[src/design/dsf_pkg.sv]
`timescale 1ns / 1ps
package dsf_pkg;

    localparam int CHECKSUM_BYTES = 20;
    localparam logic [39:0] BYTES_MAX = 40'hFF_FFFF_FFFF;
    localparam logic [15:0] COUNT_MAX = 16'hFFFF;
    localparam logic [39:0] LIMIT_RESET = 40'd16777216;
    localparam int IN_TDATA_W = 256;
    localparam int OUT_TDATA_W = 440;

    localparam logic OP_BLOCK = 1'b0;
    localparam logic OP_END = 1'b1;

    // initial hash values
    localparam logic [31:0] H0 = 32'h67452301;
    localparam logic [31:0] H1 = 32'hEFCDAB89;
    localparam logic [31:0] H2 = 32'h98BADCFE;
    localparam logic [31:0] H3 = 32'h10325476;
    localparam logic [31:0] H4 = 32'hC3D2E1F0;

    // commands from controller to datapath
    typedef struct packed {
        logic accept;      // latch input word
        logic stats;       // update counters and minimum
        logic put_byte;    // write one checksum byte into buffer
        logic pad_byte;    // write one padding byte at the current position
        logic put_len;     // write length into words 14 and 15
        logic comp_start;  // load working vars from chain
        logic round;       // one compression round
        logic comp_end;    // add working vars into chain
        logic fin_load;    // load working vars from final hash, schedule from buffer
        logic fin_round;   // round on final copy
        logic fin_end;     // add into final copy
        logic emit;        // load output register and restart segment
    } dsf_cmd_t;

    // status from datapath to controller
    typedef struct packed {
        logic is_end;
        logic size_zero;
        logic limit_hit;
        logic [5:0] pos;   // buffer write position, message length mod 64 until padding
    } dsf_stat_t;

    function automatic logic [31:0] rotl(input logic [31:0] x, input int n);
        rotl = (x << n) | (x >> (32 - n));
    endfunction

endpackage

[src/design/dsf_datapath.sv]
`timescale 1ns / 1ps
module dsf_datapath
(
    input  logic clk,
    input  logic rst_n,
    input  dsf_pkg::dsf_cmd_t cmd,
    output dsf_pkg::dsf_stat_t stat,
    input  logic [6:0] round_idx,
    input  logic [4:0] byte_idx,
    input  logic [dsf_pkg::IN_TDATA_W-1:0] in_word,
    input  logic in_op,
    input  logic [39:0] limit,
    output logic [dsf_pkg::OUT_TDATA_W-1:0] result
);

    logic        op_reg;
    logic [63:0] ck_hi_reg, ck_mid_reg, off_reg;
    logic [31:0] ck_lo_reg;
    logic [30:0] bsize_reg;

    logic [31:0] chain_reg [5];
    logic [31:0] fin_reg [5];
    logic [31:0] buf_reg [16];
    logic [31:0] w_reg [16];
    logic [31:0] a_reg, b_reg, c_reg, d_reg, e_reg;
    logic [63:0] len_reg;
    logic [63:0] min_hi_reg, min_mid_reg;
    logic [31:0] min_lo_reg;
    logic [39:0] bytes_reg;
    logic [63:0] first_reg;
    logic [15:0] count_reg;
    logic        pad_first_reg;
    logic [5:0]  pad_pos_reg;
    logic [dsf_pkg::OUT_TDATA_W-1:0] result_reg;

    // current checksum byte, big-endian
    logic [159:0] ck_all;
    logic [7:0]   ck_byte;
    logic [7:0]   wr_byte;
    logic [5:0]   pos;
    logic [31:0]  f, k, tmp, wt, wnew;
    logic [40:0]  bytes_sum;
    logic         less;

    assign ck_all = {ck_hi_reg, ck_mid_reg, ck_lo_reg};
    assign ck_byte = ck_all[159 - 8*byte_idx -: 8];
    // padding walks its own position, starting where the message ends
    assign pos = pad_first_reg ? len_reg[5:0] : pad_pos_reg;
    assign wr_byte = cmd.put_byte ? ck_byte : (pad_first_reg ? 8'h80 : 8'h00);

    assign stat.is_end = op_reg;
    assign stat.size_zero = (bsize_reg == 31'd0);
    assign stat.limit_hit = (bytes_reg >= limit);
    assign stat.pos = pos;

    assign less = (ck_hi_reg < min_hi_reg) ||
                  (ck_hi_reg == min_hi_reg && (ck_mid_reg < min_mid_reg ||
                  (ck_mid_reg == min_mid_reg && ck_lo_reg < min_lo_reg)));
    assign bytes_sum = {1'b0, bytes_reg} + {10'd0, bsize_reg};

    // round function
    assign wt = w_reg[0];
    assign wnew = dsf_pkg::rotl(w_reg[13] ^ w_reg[8] ^ w_reg[2] ^ w_reg[0], 1);
    always_comb
    begin
        if (round_idx < 7'd20)
        begin
            f = (b_reg & c_reg) | (~b_reg & d_reg);
            k = 32'h5A827999;
        end
        else if (round_idx < 7'd40)
        begin
            f = b_reg ^ c_reg ^ d_reg;
            k = 32'h6ED9EBA1;
        end
        else if (round_idx < 7'd60)
        begin
            f = (b_reg & c_reg) | (b_reg & d_reg) | (c_reg & d_reg);
            k = 32'h8F1BBCDC;
        end
        else
        begin
            f = b_reg ^ c_reg ^ d_reg;
            k = 32'hCA62C1D6;
        end
        tmp = dsf_pkg::rotl(a_reg, 5) + f + e_reg + k + wt;
    end

    // control-like registers
    always_ff @(posedge clk or negedge rst_n)
    begin
        if (!rst_n)
        begin
            chain_reg[0] <= dsf_pkg::H0;
            chain_reg[1] <= dsf_pkg::H1;
            chain_reg[2] <= dsf_pkg::H2;
            chain_reg[3] <= dsf_pkg::H3;
            chain_reg[4] <= dsf_pkg::H4;
            len_reg <= '0;
            bytes_reg <= '0;
            first_reg <= '0;
            count_reg <= '0;
            pad_first_reg <= 1'b1;
        end
        else
        begin
            if (cmd.stats)
            begin
                if (count_reg == 16'd0)
                    first_reg <= off_reg;
                if (count_reg != dsf_pkg::COUNT_MAX)
                    count_reg <= count_reg + 16'd1;
                bytes_reg <= bytes_sum[40] ? dsf_pkg::BYTES_MAX : bytes_sum[39:0];
            end
            if (cmd.put_byte)
                len_reg <= len_reg + 64'd1;
            if (cmd.pad_byte)
                pad_first_reg <= 1'b0;
            if (cmd.comp_end)
            begin
                chain_reg[0] <= chain_reg[0] + a_reg;
                chain_reg[1] <= chain_reg[1] + b_reg;
                chain_reg[2] <= chain_reg[2] + c_reg;
                chain_reg[3] <= chain_reg[3] + d_reg;
                chain_reg[4] <= chain_reg[4] + e_reg;
            end
            if (cmd.emit)
            begin
                chain_reg[0] <= dsf_pkg::H0;
                chain_reg[1] <= dsf_pkg::H1;
                chain_reg[2] <= dsf_pkg::H2;
                chain_reg[3] <= dsf_pkg::H3;
                chain_reg[4] <= dsf_pkg::H4;
                len_reg <= '0;
                bytes_reg <= '0;
                first_reg <= '0;
                count_reg <= '0;
                pad_first_reg <= 1'b1;
            end
        end
    end

    // payload registers
    always_ff @(posedge clk)
    begin
        if (cmd.accept)
        begin
            op_reg <= in_op;
            ck_hi_reg <= in_word[63:0];
            ck_mid_reg <= in_word[127:64];
            ck_lo_reg <= in_word[159:128];
            bsize_reg <= in_word[190:160];
            off_reg <= in_word[254:191];
        end
        if (cmd.stats && (count_reg == 16'd0 || less))
        begin
            min_hi_reg <= ck_hi_reg;
            min_mid_reg <= ck_mid_reg;
            min_lo_reg <= ck_lo_reg;
        end
        if (cmd.put_byte || cmd.pad_byte)
            buf_reg[pos[5:2]][31 - 8*pos[1:0] -: 8] <= wr_byte;
        if (cmd.pad_byte)
            pad_pos_reg <= pos + 6'd1;
        if (cmd.put_len)
        begin
            buf_reg[14] <= len_reg[60:29];
            buf_reg[15] <= {len_reg[28:0], 3'b000};
        end
        if (cmd.comp_start || cmd.fin_load)
        begin
            for (int i = 0; i < 16; i++)
                w_reg[i] <= buf_reg[i];
        end
        else if (cmd.round || cmd.fin_round)
        begin
            for (int i = 0; i < 15; i++)
                w_reg[i] <= w_reg[i+1];
            w_reg[15] <= wnew;
        end
        if (cmd.comp_start)
        begin
            a_reg <= chain_reg[0]; b_reg <= chain_reg[1]; c_reg <= chain_reg[2];
            d_reg <= chain_reg[3]; e_reg <= chain_reg[4];
        end
        else if (cmd.fin_load)
        begin
            a_reg <= fin_reg[0]; b_reg <= fin_reg[1]; c_reg <= fin_reg[2];
            d_reg <= fin_reg[3]; e_reg <= fin_reg[4];
        end
        else if (cmd.round || cmd.fin_round)
        begin
            e_reg <= d_reg;
            d_reg <= c_reg;
            c_reg <= dsf_pkg::rotl(b_reg, 30);
            b_reg <= a_reg;
            a_reg <= tmp;
        end
        if (cmd.comp_end)
        begin
            fin_reg[0] <= chain_reg[0] + a_reg;
            fin_reg[1] <= chain_reg[1] + b_reg;
            fin_reg[2] <= chain_reg[2] + c_reg;
            fin_reg[3] <= chain_reg[3] + d_reg;
            fin_reg[4] <= chain_reg[4] + e_reg;
        end
        else if (cmd.fin_end)
        begin
            fin_reg[0] <= fin_reg[0] + a_reg;
            fin_reg[1] <= fin_reg[1] + b_reg;
            fin_reg[2] <= fin_reg[2] + c_reg;
            fin_reg[3] <= fin_reg[3] + d_reg;
            fin_reg[4] <= fin_reg[4] + e_reg;
        end
        else if (cmd.pad_byte && pad_first_reg)
        begin
            for (int i = 0; i < 5; i++)
                fin_reg[i] <= chain_reg[i];
        end
        if (cmd.emit)
        begin
            result_reg <= {count_reg,
                           (count_reg != 16'd0) ? first_reg : 64'd0,
                           bytes_reg,
                           (count_reg != 16'd0) ? min_lo_reg : 32'd0,
                           (count_reg != 16'd0) ? min_mid_reg : 64'd0,
                           (count_reg != 16'd0) ? min_hi_reg : 64'd0,
                           fin_reg[4],
                           fin_reg[2], fin_reg[3],
                           fin_reg[0], fin_reg[1]};
        end
    end

    assign result = result_reg;

endmodule

[src/design/dsf_ctrl.sv]
`timescale 1ns / 1ps
module dsf_ctrl
(
    input  logic clk,
    input  logic rst_n,
    input  logic in_fire,
    output logic in_ready,
    output logic out_valid,
    input  logic out_ready,
    input  dsf_pkg::dsf_stat_t stat,
    output dsf_pkg::dsf_cmd_t cmd,
    output logic [6:0] round_idx,
    output logic [4:0] byte_idx
);

    localparam logic [3:0] S_IDLE   = 4'd0;
    localparam logic [3:0] S_DEC    = 4'd1;
    localparam logic [3:0] S_BYTE   = 4'd2;
    localparam logic [3:0] S_CSTART = 4'd3;
    localparam logic [3:0] S_CROUND = 4'd4;
    localparam logic [3:0] S_CEND   = 4'd5;
    localparam logic [3:0] S_CHECK  = 4'd6;
    localparam logic [3:0] S_PAD    = 4'd7;
    localparam logic [3:0] S_LEN    = 4'd8;
    localparam logic [3:0] S_FLOAD  = 4'd9;
    localparam logic [3:0] S_FROUND = 4'd10;
    localparam logic [3:0] S_FEND   = 4'd11;
    localparam logic [3:0] S_EMIT   = 4'd12;
    localparam logic [3:0] S_FNEXT  = 4'd13;

    logic [3:0] state_reg, state_next;
    logic [6:0] round_reg, round_next;
    logic [4:0] byte_reg, byte_next;
    logic       out_valid_reg, out_valid_next;
    logic       second_reg, second_next;   // padding needs a second block

    assign in_ready = (state_reg == S_IDLE);
    assign out_valid = out_valid_reg;
    assign round_idx = round_reg;
    assign byte_idx = byte_reg;

    always_ff @(posedge clk or negedge rst_n)
    begin
        if (!rst_n)
        begin
            state_reg <= S_IDLE;
            round_reg <= '0;
            byte_reg <= '0;
            out_valid_reg <= 1'b0;
            second_reg <= 1'b0;
        end
        else
        begin
            state_reg <= state_next;
            round_reg <= round_next;
            byte_reg <= byte_next;
            out_valid_reg <= out_valid_next;
            second_reg <= second_next;
        end
    end

    // sequencer
    always_comb
    begin
        state_next = state_reg;
        round_next = round_reg;
        byte_next = byte_reg;
        second_next = second_reg;
        out_valid_next = out_valid_reg && !out_ready;
        cmd = '0;
        unique case (state_reg)
            S_IDLE:
            begin
                cmd.accept = in_fire;
                if (in_fire)
                    state_next = S_DEC;
            end
            S_DEC:
            begin
                if (stat.is_end)
                    state_next = S_CHECK;
                else if (stat.size_zero)
                    state_next = S_IDLE;
                else
                begin
                    cmd.stats = 1'b1;
                    byte_next = '0;
                    state_next = S_BYTE;
                end
            end
            S_BYTE:
            begin
                cmd.put_byte = 1'b1;
                byte_next = byte_reg + 5'd1;
                if (stat.pos == 6'd63)
                    state_next = S_CSTART;
                else if (byte_reg == 5'(dsf_pkg::CHECKSUM_BYTES - 1))
                    state_next = S_CHECK;
            end
            S_CSTART:
            begin
                cmd.comp_start = 1'b1;
                round_next = '0;
                state_next = S_CROUND;
            end
            S_CROUND:
            begin
                cmd.round = 1'b1;
                round_next = round_reg + 7'd1;
                if (round_reg == 7'd79)
                    state_next = S_CEND;
            end
            S_CEND:
            begin
                cmd.comp_end = 1'b1;
                if (byte_reg == 5'(dsf_pkg::CHECKSUM_BYTES))
                    state_next = S_CHECK;
                else
                    state_next = S_BYTE;
            end
            S_CHECK:
            begin
                // close on end of input or limit reached
                if (stat.is_end || stat.limit_hit)
                begin
                    second_next = (stat.pos > 6'd55);
                    state_next = S_PAD;
                end
                else
                    state_next = S_IDLE;
            end
            S_PAD:
            begin
                cmd.pad_byte = 1'b1;
                cmd.put_byte = 1'b0;
                if (second_reg && stat.pos == 6'd63)
                    state_next = S_FLOAD;
                else if (!second_reg && stat.pos == 6'd55)
                    state_next = S_LEN;
                round_next = '0;
            end
            S_LEN:
            begin
                cmd.put_len = 1'b1;
                state_next = S_FLOAD;
            end
            S_FLOAD:
            begin
                cmd.fin_load = 1'b1;
                round_next = '0;
                state_next = S_FROUND;
            end
            S_FROUND:
            begin
                cmd.fin_round = 1'b1;
                round_next = round_reg + 7'd1;
                if (round_reg == 7'd79)
                    state_next = S_FEND;
            end
            S_FEND:
            begin
                cmd.fin_end = 1'b1;
                if (second_reg)
                begin
                    second_next = 1'b0;
                    state_next = S_FNEXT;
                end
                else
                    state_next = S_EMIT;
            end
            S_FNEXT:
            begin
                // second padding block: zeros up to byte 55
                cmd.pad_byte = 1'b1;
                if (stat.pos == 6'd55)
                    state_next = S_LEN;
            end
            S_EMIT:
            begin
                if (!out_valid_reg)
                begin
                    cmd.emit = 1'b1;
                    out_valid_next = 1'b1;
                    state_next = S_IDLE;
                end
            end
            default:
            begin
                state_next = S_IDLE;
            end
        endcase
    end

    property p_emit_only_when_free;
        @(posedge clk) disable iff (!rst_n) cmd.emit |-> !out_valid_reg;
    endproperty
    a_emit_free: assert property (p_emit_only_when_free)
        else $error("result overwritten");

    property p_ready_idle;
        @(posedge clk) disable iff (!rst_n) in_fire |=> (state_reg == S_DEC);
    endproperty
    a_ready_idle: assert property (p_ready_idle)
        else $error("accept outside idle");

    property p_round_bound;
        @(posedge clk) disable iff (!rst_n)
            (state_reg == S_CROUND || state_reg == S_FROUND) |-> round_reg < 7'd80;
    endproperty
    a_round_bound: assert property (p_round_bound)
        else $error("round index out of range");

endmodule

[src/design/dedup_segment_fingerprinter.sv]
`timescale 1ns / 1ps
// channel   | dir | fields
// s_axis    | in  | tdata: cksum_high, cksum_middle, cksum_low, block_size, block_offset
//           |     | tuser: opcode
// m_axis    | out | tdata: digest_high, digest_middle, digest_low, minhash_high,
//           |     |        minhash_middle, minhash_low, segment_bytes, first_offset,
//           |     |        block_count; tuser: segment_nonempty
// cfg       | in  | segment_size_limit
// a block record writes its checksum bytes into the message buffer and runs a
// compression each time the buffer fills; a zero-size block record is skipped
// a close adds padding and one or two final compressions;
// one shared 80-round unit runs every compression
// reset loads the initial hash chain and clears all counters at once
// one result register: the next item is taken while a result waits, but a
// further close stalls until that result leaves
module dedup_segment_fingerprinter
(
    input  logic clk,
    input  logic rst_n,
    input  logic s_axis_tvalid,
    output logic s_axis_tready,
    input  logic [255:0] s_axis_tdata,  // cksum_high, cksum_middle, cksum_low, block_size, block_offset
    input  logic s_axis_tuser,          // opcode
    output logic m_axis_tvalid,
    input  logic m_axis_tready,
    output logic [439:0] m_axis_tdata,  // digest h/m/l, minhash h/m/l, bytes, first_offset, count
    output logic m_axis_tuser,          // segment_nonempty
    input  logic cfg_wr_en,
    input  logic [39:0] cfg_wr_data
);

    logic [39:0] limit_reg;
    dsf_pkg::dsf_cmd_t cmd;
    dsf_pkg::dsf_stat_t stat;
    logic [6:0] round_idx;
    logic [4:0] byte_idx;
    logic [439:0] result;

    always_ff @(posedge clk or negedge rst_n)
    begin
        if (!rst_n)
            limit_reg <= dsf_pkg::LIMIT_RESET;
        else if (cfg_wr_en)
            limit_reg <= cfg_wr_data;
    end

    dsf_ctrl u_ctrl
    (
        .clk(clk), .rst_n(rst_n),
        .in_fire(s_axis_tvalid && s_axis_tready), .in_ready(s_axis_tready),
        .out_valid(m_axis_tvalid), .out_ready(m_axis_tready),
        .stat(stat), .cmd(cmd), .round_idx(round_idx), .byte_idx(byte_idx)
    );

    dsf_datapath u_dp
    (
        .clk(clk), .rst_n(rst_n), .cmd(cmd), .stat(stat),
        .round_idx(round_idx), .byte_idx(byte_idx),
        .in_word(s_axis_tdata), .in_op(s_axis_tuser),
        .limit(limit_reg), .result(result)
    );

    assign m_axis_tdata = result;
    assign m_axis_tuser = (result[439:424] != 16'd0);

endmodule

[config.mk]
export PLATFORM = sky130hd
export DESIGN_NAME = dedup_segment_fingerprinter
export DESIGN_NICKNAME = d
export VERILOG_FILES = /design/src/design/dsf_pkg.sv /design/src/design/dsf_datapath.sv /design/src/design/dsf_ctrl.sv /design/src/design/dedup_segment_fingerprinter.sv
export SDC_FILE = /design/constraint.sdc
export NUM_CORES = 2
export LEC_CHECK = 0
export BUFFER_PORTS_ARGS = -buffer_cell sky130_fd_sc_hd__buf_2
export CAP_MARGIN = 20
export CELL_PAD_IN_SITES_DETAIL_PLACEMENT = 0
export CELL_PAD_IN_SITES_GLOBAL_PLACEMENT = 1
export CORE_UTILIZATION = 51
export CTS_BUF_LIST = sky130_fd_sc_hd__clkbuf_2 sky130_fd_sc_hd__clkbuf_4 sky130_fd_sc_hd__clkbuf_8
export DETAILED_ROUTE_END_ITERATION = 6
export HOLD_SLACK_MARGIN = 0.03
export PLACE_DENSITY_LB_ADDON = 0.08
export SKIP_LAST_GASP = 1
export SLEW_MARGIN = 20
export SYNTH_ARGS = -nofsm -noshare
export SYNTH_HDL_FRONTEND = slang
export SYNTH_SLANG_ARGS = --single-unit
[constraint.sdc]
create_clock -name clk -period 18.5 [get_ports clk]
set_input_delay 1.85 -clock clk [delete_from_list [all_inputs] [get_ports clk]]
set_output_delay 1.85 -clock clk [all_outputs]
set_load 0.005 [all_outputs]
# Word-level counts from Yosys, hierarchy flattened
# Memory sizes are Yosys's and may differ from the RTL's.
# Index checks and enable logic that the tools add are counted.
[totals]
register_bits = 1425
mem_bits_rw = 1184
in_bits = 302
out_inout_bits = 443
wordCells = 308
mem_count = 3
[memory_table]
columns = ["memory", "depth", "word_bits", "read_ports", "rd_ports_with_merged_regs", "wr", "line", "source"]
rows = [
  ["u_dp.buf_reg", 16, 32, 16, 0, 2, "dsf_datapath.sv:23", "logic [31:0] buf_reg [16];"],
  ["u_dp.w_reg", 16, 32, 16, 0, 16, "dsf_datapath.sv:24", "logic [31:0] w_reg [16];"],
  ["u_dp.fin_reg", 5, 32, 5, 0, 5, "dsf_datapath.sv:22", "logic [31:0] fin_reg [5];"],
]
[classes]
add_sub_neg = 23
order_cmp = 8
n_eq_ne = 31
shift = 3
muxes = 124
bitwise_logic = 42
reduce_logical = 41
[ops]
columns = ["op", "count"]
rows = [
  ["$mux 32", 49],
  ["$add 32x32->32", 14],
  ["$mux 160", 2],
  ["$mux 64", 5],
  ["$shiftx 167x33->8", 1],
  ["$xor 32x32->32", 5],
  ["$and 32x32->32", 4],
  ["$eq 64x64->1", 2],
  ["$lt 64x64->1", 2],
  ["$mux 40", 3],
  ["$or 32x32->32", 3],
  ["$add 64x1->64 const B", 1],
  ["$pmux 4 s14", 1],
  ["$mux 16", 3],
  ["$add 40x31->41", 1],
  ["$ge 40x40->1", 1],
  ["$mux 4", 10],
  ["$shift 8x34->39 const A", 1],
  ["$shiftx 8x34->39", 1],
  ["$mux 1", 38],
  ["$neg 32->34", 1],
  ["$lt 32x32->1", 1],
  ["$not 32->32", 1],
  ["$or 32x1->32", 1],
  ["other kinds (47)", 121],
]

# Depth between registers and ports, before layout
[depth]
depth_word = 13
depth_mapped = 28
ltp_nobuf = 25

# Hierarchy
# Synthesis repeated with hierarchy kept, for this count alone.
[hier_totals]
cells_unflattened = 10380
hier_area_um2 = 127481.0
[by_module_without_submodules]
columns = ["mod", "instances", "cells_each", "area_per_inst_um2", "seq_area_each_um2"]
rows = [
  ["dsf_datapath", 1, 10145, 124649.5, 74873.1],
  ["dedup_segment_fingerprinter", 1, 90, 1535.2, 1002.2],
  ["dsf_ctrl", 1, 145, 1296.2, 450.4],
]

# Worst setup path after synthesis
# No wires, ideal clock.
[synth_timing]
path_type = "reg2reg"
from = "register u_ctrl.state_reg[3]"
to = "register u_dp.a_reg[0], enable pin"
setup_time_ns = 4.684
t_arrival_ns = 12.385
required_ns = 13.816
path_slack_ns = 1.431
path_stages_with_launch = 8
path_buffers = 3
synth_period_minus_slack_ns = 17.069
cell_sequence = "dfrtp_1 nor2b_1 clkbuf_1 and2_1 clkbuf_1 nor2_1 clkbuf_1 nand2_1"
[synth_between]
elab_chain_cells = 4
elab_cells_between_ends = 10
classes_between = "eq/ne (4); mux (4); reduce/logical (2)"
[synth_lines]
columns = ["element", "line", "source"]
rows = [
  ["from (decl)", "dsf_ctrl.sv:31", "logic [3:0] state_reg, state_next;"],
  ["from (signal assigned)", "dsf_ctrl.sv:54", "state_reg <= state_next;"],
  ["$eq 4x3->1 / $eq 4x4->1 (equally long branches)", "dsf_ctrl.sv:71", "unique case (state_reg)"],
  ["$mux 1", "dsf_ctrl.sv:71", ""],
  ["$logic_or 1x1->1", "dsf_datapath.sv:191", "else if (cmd.round || cmd.fin_round)"],
  ["$reduce_bool 3->1 (no line) (*)", "--", ""],
  ["to (signal assigned)", "dsf_datapath.sv:183", "a_reg <= chain_reg[0]; b_reg <= chain_reg[1]; c_reg <= chain_reg[2];"],
  ["to (signal assigned)", "dsf_datapath.sv:188", "a_reg <= fin_reg[0]; b_reg <= fin_reg[1]; c_reg <= fin_reg[2];"],
  ["to (signal assigned)", "dsf_datapath.sv:197", "a_reg <= tmp;"],
  ["to (decl)", "dsf_datapath.sv:25", "logic [31:0] a_reg, b_reg, c_reg, d_reg, e_reg;"],
]
# Mark *: on every way between the ends. The rest lies on a longest branch, timed or not.
# A chain may end at the register's enable or synchronous reset.

# Worst setup path after layout
[layout_timing]
from = "register u_ctrl.round_reg[4] (netlist: u_ctrl.round_idx[4])"
to = "register u_dp.a_reg[31] (data pin)"
[layout_between]
elab_chain_cells = 11
elab_cells_between_ends = 16
classes_between = "add/sub (4); order compare (3); mux (9)"
[layout_lines]
columns = ["element", "line", "source"]
rows = [
  ["from (decl)", "dsf_ctrl.sv:32", "logic [6:0] round_reg, round_next;"],
  ["from (signal assigned)", "dsf_ctrl.sv:55", "round_reg <= round_next;"],
  ["$lt 7x6->1", "dsf_datapath.sv:76", "else if (round_idx < 7'd60)"],
  ["$mux 32", "dsf_datapath.sv:76", ""],
  ["$mux 32", "dsf_datapath.sv:71", "else if (round_idx < 7'd40)"],
  ["$mux 32", "dsf_datapath.sv:66", "if (round_idx < 7'd20)"],
  ["$add 32x32->32 (2 in a row)", "dsf_datapath.sv:86", "tmp = dsf_pkg::rotl(a_reg, 5) + f + e_reg + k + wt;"],
  ["$add 32x32->32 (*) (2 in a row)", "dsf_datapath.sv:86", ""],
  ["$mux 32 (*)", "dsf_datapath.sv:191", ""],
  ["$mux 32 (*)", "dsf_datapath.sv:186", "else if (cmd.fin_load)"],
  ["$mux 32 (*)", "dsf_datapath.sv:181", "if (cmd.comp_start)"],
]
# Mark *: on every way between the ends. The rest lies on a longest branch, timed or not. The select of a mux whose other input is x is not followed.

==> impl_metrics.prom <==
# TYPE chip_impl_metric gauge
chip_impl_info{name="run_status",value="completed"} 1
chip_impl_info{name="hold_path.class",value="reg2reg"} 1
chip_impl_metric{name="cts_buffers",unit=""} 444
chip_impl_metric{name="fin_skew",unit="ps"} 163
chip_impl_metric{name="first_iteration_detailed_routing_drc_count",unit=""} 8120
chip_impl_info{name="top_reg_cell_synth",value="sky130_fd_sc_hd__edfxtp_1"} 1
chip_impl_metric{name="yosysSeqAreaShare",unit="%"} 60.2
chip_impl_metric{name="first_pass_grt_wire_length",unit="um"} 588000
chip_impl_metric{name="drt_wl_total",unit="um"} 405000
chip_impl_info{name="critical_path.startpoint_type",value="flop"} 1
chip_impl_metric{name="postSynth.asyncResetShare",unit="%"} 15.3
chip_impl_metric{name="drtAntennaViolNets",unit=""} 0
chip_impl_info{name="post-synth-top-count-cell",value="sky130_fd_sc_hd__nand2_1"} 1
chip_impl_metric{name="first_global_vias",unit=""} 88900
chip_impl_metric{name="fin_crit_sh",unit="%"} 41.4
chip_impl_metric{name="totalNegativeSetupSlack",unit="ps"} 0
chip_impl_metric{name="fmaxAchievable",unit="GHz"} 0.131
chip_impl_info{name="synth.top_cells.by_count",value="sky130_fd_sc_hd__nand2_1, sky130_fd_sc_hd__edfxtp_1, sky130_fd_sc_hd__o21ai_0"} 1
chip_impl_metric{name="syn_nets",unit=""} 12200
chip_impl_metric{name="finalInstanceArea",unit="um^2"} 143000
chip_impl_metric{name="vdd_ir_drop_max",unit="V"} 0.0000736
chip_impl_info{name="setup.worst_path.class",value="reg2reg"} 1
chip_impl_metric{name="final_util",unit="%"} 58.1
chip_impl_metric{name="post-route-drc-count",unit=""} 0
chip_impl_metric{name="groute.usage.overall",unit="%"} 31.9
chip_impl_metric{name="synth_top_cell_area_share",unit="%"} 52.2
chip_impl_metric{name="portBuffers",unit=""} 743
chip_impl_metric{name="clock_path_buffers",unit=""} 4
chip_impl_metric{name="share_of_cells_above_drive_strength_1",unit="%"} 14.7
chip_impl_metric{name="core.rowCount",unit=""} 182
chip_impl_metric{name="maximum_number_of_pins_on_one_net_before_global_route_repair",unit=""} 184
chip_impl_metric{name="dieArea",unit="um^2"} 251000
chip_impl_metric{name="grt_antenna_before_repair",unit=""} 73
chip_impl_metric{name="die-width",unit="um"} 501
chip_impl_metric{name="worst-path-max-fanout",unit=""} 21
chip_impl_metric{name="replace_congestion",unit=""} 0.932
chip_impl_metric{name="detail_route.wl_per_cell",unit="um"} 25.6
chip_impl_metric{name="slew_headroom",unit="%"} 23.1
chip_impl_metric{name="detailroute.via_count",unit=""} 90700
chip_impl_metric{name="postSynthRegisterBits",unit=""} 2606
chip_impl_metric{name="drt-vias-per-instance",unit=""} 5.74
chip_impl_metric{name="fin_total_pwr",unit="W"} 0.0117
chip_impl_metric{name="fp.coreArea",unit="um^2"} 247000
chip_impl_metric{name="power.leakage",unit="nW"} 57.8
chip_impl_metric{name="worstPathArrival",unit="ps"} 8590
chip_impl_metric{name="number_of_failing_hold_endpoints_at_the_final_stage",unit=""} 0
chip_impl_metric{name="cts_setup_buffers",unit=""} 0
chip_impl_metric{name="layout_min_cycle_time",unit="ps"} 7650
chip_impl_metric{name="post_detail_place_hpwl",unit="um"} 286000
chip_impl_metric{name="ys_types",unit=""} 108
chip_impl_metric{name="finish.cell_count_without_fillers",unit=""} 15800
chip_impl_metric{name="die_height",unit="um"} 501
chip_impl_info{name="library_cell_with_the_largest_summed_area_after_synthesis",value="sky130_fd_sc_hd__edfxtp_1"} 1
chip_impl_metric{name="cts.repair.resized",unit=""} 0
chip_impl_metric{name="post_dp_cell_area",unit="um^2"} 134000
chip_impl_metric{name="worst-slew-pin-transition",unit="ps"} 1150
chip_impl_info{name="rsz0062_at_grt",value="false"} 1
chip_impl_info{name="cts_root_buf",value="sky130_fd_sc_hd__clkbuf_8"} 1
chip_impl_metric{name="floorplan.initialDensity",unit="%"} 51.4
chip_impl_metric{name="cp.required",unit="ps"} 19430
chip_impl_metric{name="clock_tree.htree_level_count",unit=""} 5
chip_impl_metric{name="final-setup-viol-count",unit=""} 0
chip_impl_metric{name="cts.clk_slew.worst_paths",unit="ps"} 70
chip_impl_metric{name="layout-area-overhead-vs-synth",unit="%"} 13.0
chip_impl_metric{name="synthesis.instances",unit=""} 11200
chip_impl_metric{name="power_density",unit="nW/um^2"} 81.5
chip_impl_info{name="yosys-top-cells-area",value="sky130_fd_sc_hd__edfxtp_1, sky130_fd_sc_hd__nand2_1, sky130_fd_sc_hd__dfrtp_1"} 1
chip_impl_metric{name="finalMaxSlewViolations",unit=""} 0
chip_impl_metric{name="dr.pass1.iters",unit=""} 7
chip_impl_metric{name="top_ports",unit=""} 745
chip_impl_metric{name="holdBufCountCts",unit=""} 0
chip_impl_metric{name="syn_avg_cell_area",unit="um^2"} 11.3
chip_impl_metric{name="fin_nets",unit=""} 13100
chip_impl_metric{name="maxCapViolations",unit=""} 0
chip_impl_metric{name="syn_area",unit="um^2"} 127000
chip_impl_metric{name="synth_edf_count",unit=""} 2203
chip_impl_info{name="worst_setup_path_end_kind",value="flop"} 1
chip_impl_metric{name="cts_sinks",unit=""} 2606
chip_impl_metric{name="grt_overflow_total",unit=""} 0
chip_impl_metric{name="synthesis.yosys.warnings",unit=""} 0
chip_impl_metric{name="clk-insertion-delay-late",unit="ps"} 1160
chip_impl_metric{name="post-place-cells",unit=""} 15000
chip_impl_info{name="cts_tree",value="done"} 1
## final cells by class
cell class,instances,area (um^2)
fillers,20900,103000
flip-flops and latches,2606,76300
multi-input cells,7642,47100
clock buffers,625,7690
repair buffers,875,4780
well taps,3312,4140
inverters,521,1960
clock inverters,177,1230
diodes,45,113
## critical path: stages, from the launching register on
cell and delay (ps):
sky130_fd_sc_hd__dfrtp_1 480, sky130_fd_sc_hd__a41oi_1 250, sky130_fd_sc_hd__buf_4 200, sky130_fd_sc_hd__nand2_1 70, sky130_fd_sc_hd__buf_4 250, sky130_fd_sc_hd__nand2_1 130
sky130_fd_sc_hd__clkinv_1 550, sky130_fd_sc_hd__a221oi_1 980, sky130_fd_sc_hd__fa_1 550, sky130_fd_sc_hd__inv_1 90, sky130_fd_sc_hd__fa_1 420, sky130_fd_sc_hd__inv_1 90
sky130_fd_sc_hd__fa_1 460, sky130_fd_sc_hd__fa_1 450, sky130_fd_sc_hd__nor2b_1 160, sky130_fd_sc_hd__o21ai_1 110, sky130_fd_sc_hd__a21boi_1 250, sky130_fd_sc_hd__nor4_1 130
sky130_fd_sc_hd__o31a_1 300, sky130_fd_sc_hd__o221ai_1 340, sky130_fd_sc_hd__a31oi_1 240, sky130_fd_sc_hd__o31a_1 360, sky130_fd_sc_hd__a211o_1 300, sky130_fd_sc_hd__and3_1 170
sky130_fd_sc_hd__nor3_1 170
## stage by stage
stage                     setup WS [ps]  hold slack [ps]
after global routing              10610              451
after global placement            10860              430
after detailed placement          10950              437
final                             10850              427
after floorplan                    1430              426
after CTS                         10960              421
## layout by cell type, fill, tap and decap left out, types with 41 or more instances in the layout
cell type / n
sky130_fd_sc_hd__nand3_1: 181
sky130_fd_sc_hd__mux2i_1: 48
sky130_fd_sc_hd__buf_4: 127
sky130_fd_sc_hd__o21bai_1: 41
sky130_fd_sc_hd__o21ai_0: 672
sky130_fd_sc_hd__clkbuf_4: 146
sky130_fd_sc_hd__a21o_1: 232
sky130_fd_sc_hd__xor2_1: 142
sky130_fd_sc_hd__nor2_1: 655
sky130_fd_sc_hd__buf_2: 742
sky130_fd_sc_hd__a211oi_1: 65
sky130_fd_sc_hd__clkinv_1: 83
sky130_fd_sc_hd__xnor2_1: 310
sky130_fd_sc_hd__nor3_1: 82
sky130_fd_sc_hd__inv_1: 518
sky130_fd_sc_hd__o21a_1: 67
sky130_fd_sc_hd__nand4_1: 78
sky130_fd_sc_hd__dfrtp_1: 316
sky130_fd_sc_hd__or3_1: 46
sky130_fd_sc_hd__fa_1: 125
sky130_fd_sc_hd__edfxtp_1: 2203
sky130_fd_sc_hd__mux4_2: 48
sky130_fd_sc_hd__clkinv_2: 64
sky130_fd_sc_hd__clkbuf_8: 479
sky130_fd_sc_hd__dfstp_2: 82
sky130_fd_sc_hd__nor2b_1: 79
sky130_fd_sc_hd__and2_1: 253
sky130_fd_sc_hd__ha_1: 598
sky130_fd_sc_hd__nand2b_1: 70
sky130_fd_sc_hd__a21oi_1: 555
sky130_fd_sc_hd__nand2_1: 2589
sky130_fd_sc_hd__a31oi_1: 204
sky130_fd_sc_hd__diode_2: 45
## metal layers
layer,vias up,global-route usage (%),part of all wire (%)
met5,-,0,0.028
met4,22,17.9,6.0
met3,824,6.61,7.3
met2,3444,51.4,47
met1,44800,40.1,40
li1,41600,-,-
## logic make-up (layout without fill, tap and decap cells)
kind of cell	after synthesis	count (layout)	synth area share, %
compound gates	2169	2169	10.5
fa+ha+maj	723	723	7.87
flops	2606	2606	60.2
simple gates	4195	4195	14.1
buf+inv	966	2198	2.89
other cells	0	45	0
mux	102	102	1.28
xor+xnor	453	453	3.13
## path summary, 6_finish.rpt
| kind | cells past startpoint | slack, ps | start | endpoint |
|---|---|---|---|---|
| setup / recovery | 24 | 10850 | u_ctrl.round_idx[4] | u_dp.a_reg[31] |
| hold / removal | 0 | 430 | u_dp.ck_mid_reg[61] | u_dp.min_mid_reg[61] |
| setup reg to reg | 24 | 10850 | u_ctrl.round_idx[4] | u_dp.a_reg[31] |
| hold reg to reg | 0 | 430 | u_dp.ck_mid_reg[61] | u_dp.min_mid_reg[61] |
| max in group asynchronous | 3 | 15550 | rst_n | u_dp.chain_reg[116] |
| min in group asynchronous | 1 | 760 | rst_n | u_dp.first_reg[2] |
## power by group
part / internal (W) / switching (W)
registers: 0.00631 / 0.00000211
clock network: 0.00289 / 0.00239
logic: 0.0000318 / 0.0000551
total: 0.00922 / 0.00245
Note: power is estimated with default switching activity, not from simulation.
